$ cat config.mk
export PLATFORM = sky130hd
export DESIGN_NAME = mpf_ctrl
export DESIGN_NICKNAME = d
export VERILOG_FILES = /design/src/hdl/mono_page_framebuffer_text_draw_top_assert.svh /design/src/hdl/mpf_pkg.sv /design/src/hdl/mpf_ctrl.sv
export SDC_FILE = /design/constraint.sdc
export NUM_CORES = 1
export LEC_CHECK = 0
export BUFFER_PORTS_ARGS = -buffer_cell sky130_fd_sc_hd__buf_4
export CORE_UTILIZATION = 40
export DETAILED_ROUTE_END_ITERATION = 8
export GPL_TIMING_DRIVEN = 0
export PLACE_DENSITY_LB_ADDON = 0.08
export SKIP_CTS_REPAIR_TIMING = 1
export SYNTH_ARGS = -nofsm -noshare
export SYNTH_HDL_FRONTEND = slang
export SYNTH_SLANG_ARGS = --single-unit
$ cat constraint.sdc
create_clock -name i_clk -period 2.5 [get_ports i_clk]
set_input_delay 0.125 -clock i_clk [delete_from_list [all_inputs] [get_ports i_clk]]
set_output_delay 0.125 -clock i_clk [all_outputs]
set_load 0.1 [all_outputs]
$ cat src/hdl/mono_page_framebuffer_text_draw_top_assert.svh
// Assertion macros for the page frame store with text blitter.
`ifndef MONO_PAGE_FRAMEBUFFER_TEXT_DRAW_TOP_ASSERT_SVH
`define MONO_PAGE_FRAMEBUFFER_TEXT_DRAW_TOP_ASSERT_SVH
`ifndef SYNTH
// Checked on every clock edge once reset is released.
`define MPF_ASSERT(label, prop, msg) \
    label: assert property (@(posedge i_clk) disable iff (!i_rst_n) prop) else $error(msg);
// Checked on every clock edge, reset included.
`define MPF_ASSERT_ALWAYS(label, prop, msg) \
    label: assert property (@(posedge i_clk) prop) else $error(msg);
`else
`define MPF_ASSERT(label, prop, msg)
`define MPF_ASSERT_ALWAYS(label, prop, msg)
`endif
`endif

$ cat src/hdl/mpf_pkg.sv
// Shared types, constants and the 6x8 font table for the page frame store.
`timescale 1ns / 1ps
package mpf_pkg;

    // Item kinds carried in the input tuser field.
    typedef enum logic [1:0] {
        KIND_PIXEL = 2'd0,
        KIND_GLYPH = 2'd1,
        KIND_CLEAR = 2'd2,
        KIND_READ  = 2'd3
    } t_kind;

    // Source of the store write data.
    typedef enum logic [1:0] {
        WSEL_ZERO  = 2'd0,
        WSEL_PIXEL = 2'd1,
        WSEL_GLYPH = 2'd2
    } t_wsel;

    // Commands from the controller to the datapath.
    typedef struct packed {
        logic  accept;
        logic  mem_re;
        logic  mem_we;
        t_wsel wsel;
        logic  step;
        logic  out_load;
    } t_dp_cmd;

    // Status from the datapath to the controller.
    typedef struct packed {
        t_kind in_kind;
        logic  in_drop;
        logic  is_pixel;
        logic  glyph_last;
        logic  clear_last;
    } t_dp_sts;

    localparam int          GLYPH_WIDTH = 6;
    localparam int          GLYPH_COUNT = 95;
    localparam logic [7:0]  FIRST_CODE  = 8'h20;
    localparam logic [7:0]  LAST_CODE   = 8'h7E;
    localparam logic [2:0]  GLYPH_LAST_COL = 3'(GLYPH_WIDTH - 1);

    // One glyph per row, leftmost column in the top byte, bit 0 is the top pixel.
    localparam logic [47:0] FONT_ROM [GLYPH_COUNT] = '{
        48'h000000000000, 48'h00005F000000, 48'h000700070000, 48'h147F147F1400,
        48'h242A7F2A1200, 48'h231308646200, 48'h364955225000, 48'h000503000000,
        48'h001C22410000, 48'h0041221C0000, 48'h082A1C2A0800, 48'h08083E080800,
        48'h005030000000, 48'h080808080800, 48'h006060000000, 48'h201008040200,
        48'h3E5149453E00, 48'h00427F400000, 48'h426151494600, 48'h2141454B3100,
        48'h1814127F1000, 48'h274545453900, 48'h3C4A49493000, 48'h017109050300,
        48'h364949493600, 48'h064949291E00, 48'h003636000000, 48'h005636000000,
        48'h000814224100, 48'h141414141400, 48'h412214080000, 48'h020151090600,
        48'h324979413E00, 48'h7E1111117E00, 48'h7F4949493600, 48'h3E4141412200,
        48'h7F4141221C00, 48'h7F4949494100, 48'h7F0909010100, 48'h3E4141513200,
        48'h7F0808087F00, 48'h00417F410000, 48'h2040413F0100, 48'h7F0814224100,
        48'h7F4040404000, 48'h7F0204027F00, 48'h7F0408107F00, 48'h3E4141413E00,
        48'h7F0909090600, 48'h3E4151215E00, 48'h7F0919294600, 48'h464949493100,
        48'h01017F010100, 48'h3F4040403F00, 48'h1F2040201F00, 48'h7F2018207F00,
        48'h631408146300, 48'h030478040300, 48'h615149454300, 48'h007F41410000,
        48'h552A552A5500, 48'h0041417F0000, 48'h040201020400, 48'h404040404000,
        48'h000102040000, 48'h205454547800, 48'h7F4844443800, 48'h384444442000,
        48'h384444487F00, 48'h385454541800, 48'h087E09010200, 48'h18A4A4A47C00,
        48'h7F0804047800, 48'h00447D400000, 48'h4080847D0000, 48'h7F1028440000,
        48'h00417F400000, 48'h7C0418047800, 48'h7C0804047800, 48'h384444443800,
        48'hFC2424241800, 48'h18242418FC00, 48'h7C0804040800, 48'h485454542000,
        48'h043F44402000, 48'h3C4040207C00, 48'h1C2040201C00, 48'h3C4030403C00,
        48'h442810284400, 48'h1CA0A0A07C00, 48'h4464544C4400, 48'h000877000000,
        48'h00007F000000, 48'h007708000000, 48'h100810080000
    };

    // Codes without a glyph fall back to the blank.
    function automatic logic [6:0] glyph_index(input logic [7:0] code);
        logic [7:0] offs;
        offs = code - FIRST_CODE;
        if (code >= FIRST_CODE && code <= LAST_CODE) begin
            return offs[6:0];
        end
        return 7'd0;
    endfunction

endpackage

$ cat src/hdl/mpf_ctrl.sv
// Controller: sequences clearing sweeps, pixel updates, glyph writes and reads.
`timescale 1ns / 1ps
module mpf_ctrl
    import mpf_pkg::*;
(
    input  logic    i_clk,
    input  logic    i_rst_n,
    input  logic    i_in_valid,
    output logic    o_in_ready,
    output logic    o_out_valid,
    input  logic    i_out_ready,
    input  t_dp_sts i_sts,
    output t_dp_cmd o_cmd
);

    typedef enum logic [5:0] {
        ST_CLEAR  = 6'b000001,
        ST_IDLE   = 6'b000010,
        ST_READ   = 6'b000100,
        ST_MODIFY = 6'b001000,
        ST_GLYPH  = 6'b010000,
        ST_RESULT = 6'b100000
    } t_state;

    t_state r_state;
    t_state n_state;
    logic   r_clr_item;
    logic   n_clr_item;
    logic   r_out_valid;
    logic   n_out_valid;
    logic   accept;
    logic   out_free;

    assign accept   = (r_state == ST_IDLE) && i_in_valid;
    assign out_free = !r_out_valid || i_out_ready;

    // Next state and datapath commands.
    always_comb begin
        n_state        = r_state;
        n_clr_item     = r_clr_item;
        o_cmd.accept   = 1'b0;
        o_cmd.mem_re   = 1'b0;
        o_cmd.mem_we   = 1'b0;
        o_cmd.wsel     = WSEL_ZERO;
        o_cmd.step     = 1'b0;
        o_cmd.out_load = 1'b0;
        case (r_state)
            ST_CLEAR: begin
                o_cmd.mem_we = 1'b1;
                o_cmd.step   = 1'b1;
                if (i_sts.clear_last) begin
                    n_state = r_clr_item ? ST_RESULT : ST_IDLE;
                end
            end
            ST_IDLE: begin
                if (accept) begin
                    o_cmd.accept = 1'b1;
                    case (i_sts.in_kind)
                        KIND_CLEAR: begin
                            n_state    = ST_CLEAR;
                            n_clr_item = 1'b1;
                        end
                        KIND_GLYPH: n_state = i_sts.in_drop ? ST_RESULT : ST_GLYPH;
                        default:    n_state = i_sts.in_drop ? ST_RESULT : ST_READ;
                    endcase
                end
            end
            ST_READ: begin
                o_cmd.mem_re = 1'b1;
                n_state      = i_sts.is_pixel ? ST_MODIFY : ST_RESULT;
            end
            ST_MODIFY: begin
                o_cmd.mem_we = 1'b1;
                o_cmd.wsel   = WSEL_PIXEL;
                n_state      = ST_RESULT;
            end
            ST_GLYPH: begin
                o_cmd.mem_we = 1'b1;
                o_cmd.wsel   = WSEL_GLYPH;
                o_cmd.step   = 1'b1;
                if (i_sts.glyph_last) begin
                    n_state = ST_RESULT;
                end
            end
            ST_RESULT: begin
                if (out_free) begin
                    o_cmd.out_load = 1'b1;
                    n_clr_item     = 1'b0;
                    n_state        = ST_IDLE;
                end
            end
            default: n_state = ST_IDLE;
        endcase
    end

    // Output word valid flag.
    always_comb begin
        n_out_valid = r_out_valid;
        if (o_cmd.out_load) begin
            n_out_valid = 1'b1;
        end else if (i_out_ready) begin
            n_out_valid = 1'b0;
        end
    end

    always_ff @(posedge i_clk) begin
        if (!i_rst_n) begin
            r_state     <= ST_CLEAR;
            r_clr_item  <= 1'b0;
            r_out_valid <= 1'b0;
        end else begin
            r_state     <= n_state;
            r_clr_item  <= n_clr_item;
            r_out_valid <= n_out_valid;
        end
    end

    assign o_in_ready  = (r_state == ST_IDLE);
    assign o_out_valid = r_out_valid;

endmodule

======== Word level (Yosys, flattened, before mapping) ========
Cells that the tools add are included.
word-level totals
  flip-flop bits (word level) ............. 8
  bits in latches ......................... 0
  word-level logic and storage cells ...... 49
  ROM bits ................................ 0
  RAM bits ................................ 0
  memories ................................ 0
  input port bits ......................... 10
  output and inout port bits .............. 9
operators by class
  $add $sub $neg .......................... 0
  $lt $le $gt $ge ......................... 0
  multiplexer cells ....................... 24
  equality and inequality tests ........... 13
  div/mod/pow operators ................... 0
  shifts and indexed selects .............. 0
  reductions and logical operators ........ 9
  bitwise operators ....................... 0
  multipliers ............................. 0
operator list
  kind                                                   count
  two-way mux 6 bit                                      8
  case mux 6 bit (6 select lines)                        1
  two-way mux 1 bit                                      12
  case mux 6 bit (2 select lines)                        1
  AND reduction 4 bit                                    2
  == test 6 x 1 -> 1 bit, second input constant          1
  == test 6 x 2 -> 1 bit, second input constant          1
  == test 6 x 3 -> 1 bit, second input constant          1
  == test 6 x 4 -> 1 bit, second input constant          1
  == test 6 x 5 -> 1 bit, second input constant          1
  == test 6 bit, second input constant                   1
  inequality test 2 bit, second input constant           3
  inequality test 2 x 1 -> 1 bit, second input constant  2
  case mux 2 bit (2 select lines)                        1
  nonzero test 2 bit                                     2
  OR reduction 3 bit                                     1
  == test 2 x 1 -> 1 bit, second input constant          1
  == test 2 bit, second input constant                   1
  case mux 1 bit (2 select lines)                        1
  OR reduction 2 bit                                     1
  logical AND 1 bit                                      1
  zero test 1 bit                                        1
  logical OR 1 bit                                       1

======== Logic depth before layout (Yosys ltp) ========
  word-level depth ........................ 5
  gate-level depth with buffers ........... 6
  mapped depth without buffers ............ 6

======== Worst setup path after synthesis ========
OpenSTA, ideal clock, no wires.
  path kind ............................... register to output
  start ................................... register r_state[5]
  end ..................................... output o_cmd[4] (netlist name)
  setup slack ............................. -435 ps
  arrival ................................. 2810 ps
  buffers on the path ..................... 0
  data required time ...................... 2375 ps
  cell stages (with the launch flop) ...... 4
  path through ............................ dfxtp_1 > or4_1 > nor2_1 > or2_2
RTL lines
  element                   line             RTL
  start: declaration        mpf_ctrl.sv:25   t_state r_state;
  start signal: assignment  mpf_ctrl.sv:112  r_state <= n_state;
  end: declaration          mpf_ctrl.sv:13   output t_dp_cmd o_cmd

======== Final worst setup path ========
  start ................................... register r_state[5]
  end ..................................... register r_state[0]
between the ends
  cells in the longest elaborated chain, start to end .. 4
  elaborated cells on any way between the ends .. 13
  those cells by class .................... eq/ne (10); mux (1); reduce/logical (2)
ends and longest elaborated chain
  element                                          line                            RTL
  == test 6 x 2 -> 1 bit                           mpf_ctrl.sv:34, mpf_ctrl.sv:47
  logical AND 1 bit                                mpf_ctrl.sv:34                  assign accept = (r_state == ST_IDLE) && i_in_valid;
  inequality test 2 x 1 -> 1 bit (no source line)  n/a
  AND reduction 4 bit (no source line)             n/a
Several ways; a longest one is shown, not always the timed one.
A chain may end at the register's enable or synchronous reset.

==> impl_metrics.env <==
export IMPL_status="complete, no violations"
export IMPL_synth_seq_area_share=0.282
export IMPL_insertion_delay_ns=0.25
export IMPL_dieArea_um2=1570
export IMPL_worstSetupEndpointType="flop"
export IMPL_antenna_found_initial=0
export IMPL_fin_util=0.569
export IMPL_via_per_inst=5.71
export IMPL_yosys_area_top_type="dfxtp_1"
export IMPL_period_minus_slack_ns=2.21
export IMPL_hold_path_end="r_state[3]"
export IMPL_hpwl_um=1110
export IMPL_rsz0062_at_grt="false"
export IMPL_ys_types=33
export IMPL_syn_area_um2=568
export IMPL_clock_skew_final_ns=0.00302
export IMPL_grt_pass1_wl_um=2170
export IMPL_whs_ns=0.143
export IMPL_p_int_uw=258
export IMPL_yosysWarningCount=0
export IMPL_vias=611
export IMPL_die_w_um=39.7
export IMPL_pwr_share_seq=0.327
export IMPL_power_density_nw_per_um2=597
export IMPL_crit_path_max_incr_delay_ns=0.70
export IMPL_cp_slowest_cell="nor4_1"
export IMPL_grt_usage=0.209
export IMPL_worstSetupPathType="flop to flop"
export IMPL_regToRegStartpoint="r_state[5]"
export IMPL_ys_async_sr_fraction=0
export IMPL_postRouteAntennaNets=0
export IMPL_dr_pass1_iters=4
export IMPL_tritoncts="yes"
export IMPL_gp_congestion=0.863
export IMPL_final_hold_violation_count=0
export IMPL_numClockSinks=8
export IMPL_ys_seq_elements=8
export IMPL_p_leak_uw=0.000355
export IMPL_path_cells="nor4_1 > o21ai_0 > and3_4 > a311o_1"
export IMPL_cts_clk_slew_worst_paths_ns=0.05
export IMPL_rrSetupSlack_ns=0.29
export IMPL_syn_nets=84
export IMPL_drv_cap=0
export IMPL_reg2reg_to="r_state[0]"
export IMPL_layout_commonest_cell="buf_4"
export IMPL_cts_root_buf="clkbuf_4"
export IMPL_hold_path_startpoint="i_sts[2]"
export IMPL_ir_drop_uv=286
export IMPL_antennaDiodeCount=0
export IMPL_die_h_um=39.7
export IMPL_wirelength_um=1330
export IMPL_drtIter0Drc=14
export IMPL_drive_above_1_share=0.348
export IMPL_whs_path_depth=2
export IMPL_num_rows=13
export IMPL_start_kind="flop"
export IMPL_power_frac_comb=0.456
export IMPL_ys_top_cells_by_area="dfxtp_1 (28%), ha_1 (6.6%), nor2_1 (4.6%), inv_1 (4.0%), nand2b_1 (3.3%)"
export IMPL_arrival_ns=2.35
export IMPL_ys_flop_type="dfxtp_1"
export IMPL_ctsHtreeMaxLevel=1
export IMPL_drc=0
export IMPL_grt_max_degree=10
export IMPL_cts_buffers=3
export IMPL_filler_cell_count=142
export IMPL_max_slew_margin=0.475
export IMPL_period_share=0.883
export IMPL_core_um2=1320
export IMPL_crit_required_ns=2.64
export IMPL_initial_core_util=0.431
export IMPL_final_cell_mix="buf_4 (19), dfxtp_1 (8), inv_1 (6)"
export IMPL_synth_top_area_frac=0.282
export IMPL_worst_pin_slew_ns=0.780
export IMPL_io_buffers=18
export IMPL_p_sw_frac=0.424
export IMPL_power_switching_uw=190
export IMPL_syn_avg_cell_area_um2=8.00
export IMPL_maxSlewViolCount=0
export IMPL_min_path_type="input pin to flop"
export IMPL_areaGrowthSynthToFinish_pct=31.9
export IMPL_max_freq_mhz=453
export IMPL_setup_viol=0
export IMPL_routedWlPerCell_um=12.4
export IMPL_io_pins=19
export IMPL_finalNetCount=107
export IMPL_synthesis_instances=71
export IMPL_p_clk_frac=0.217
export IMPL_grt_overflow=0
export IMPL_r2r_cells=4
export IMPL_synth_edf_count=0
export IMPL_worst_path_max_fanout=6
export IMPL_grt_pass1_vias=522
export IMPL_clockBufferDepth=2
## synthesized netlist by cell type (all sizes together) (2+ instances only)
cell	count
a21oi	3
a31o	2
and3	2
and4	2
dfxtp	8
ha	3
inv	6
nand2	4
nand2b	3
nand3	2
nor2	7
nor2b	3
nor3b	2
nor4	3
o21ai	2
or2	3
or3	2
or4	2
## power groups by stage
stage	Clock, uW	Sequential (uW)	Combinational, uW
floorplan	0	146	159
global placement	0	149	203
detailed placement	0	149	205
CTS	100	146	205
global route	107	147	219
finish	97.1	146	204
## how the worst max path moves through the flow
stage	start	to	slack, ns
2_1_floorplan	r_state[1]	o_cmd[4]	-0.08
3_3_place_gp	r_state[5]	r_state[0]	0.29
3_5_place_dp	r_state[5]	r_state[0]	0.34
4_1_cts	r_state[5]	r_state[0]	0.32
5_1_grt	r_state[0]	r_state[0]	0.11
6_report	r_state[5]	r_state[0]	0.29
## state kept, by name, summed over array words and instances, names as in the netlist
register,flops
r_state,6
o_out_valid,1
r_clr_item,1
## critical path, delay by kind of cell (launching register included)
kind | cells | cell delay, ns
simple gates | 2 | 0.99
flops | 1 | 0.34
compound gates | 2 | 0.76
## metrics by stage
stage          area (um^2)  cells  worst slack [ns]  power (uW)  setup TNS, ns
2_1_floorplan          573     71           -0.0837         306        -0.0837
3_3_place_gp           727    104             0.287         352              0
3_5_place_dp           727    104             0.342         353              0
4_1_cts                749    107             0.321         451              0
5_1_grt                749    107             0.111         473              0
6_report               749    107             0.294         447              0
## logic make-up (layout without fill, tap and decap cells)
family,count (synthesis),count (layout),share of synthesized area
flops,8,8,0.282
buf+inv,7,28,0.0529
simple gates,40,40,0.436
compound gates,13,13,0.163
fa+ha+maj,3,3,0.0661
## per-layer routing
| metal | GRT usage | wire, um | vias up |
|---|---|---|---|
| met4 | 0 | 0 | 0 |
| li1 | - | - | 306 |
| met5 | 0 | 0 | - |
| met2 | 0.377 | 664 | 22 |
| met3 | 0.0852 | 88 | 0 |
| met1 | 0.241 | 579 | 283 |
## final cells by class
type | instances | area, um^2 | area share
multi-input combinational | 56 | 383 | 0.511
sequential | 8 | 160 | 0.214
timing repair buffer | 18 | 135 | 0.180
clock buffer | 3 | 22.5 | 0.0301
inverter | 6 | 22.5 | 0.0301
tap | 15 | 18.8 | 0.0250
buffer | 1 | 7.51 | 0.0100
No activity file was read; power rests on OpenSTA's default activity.
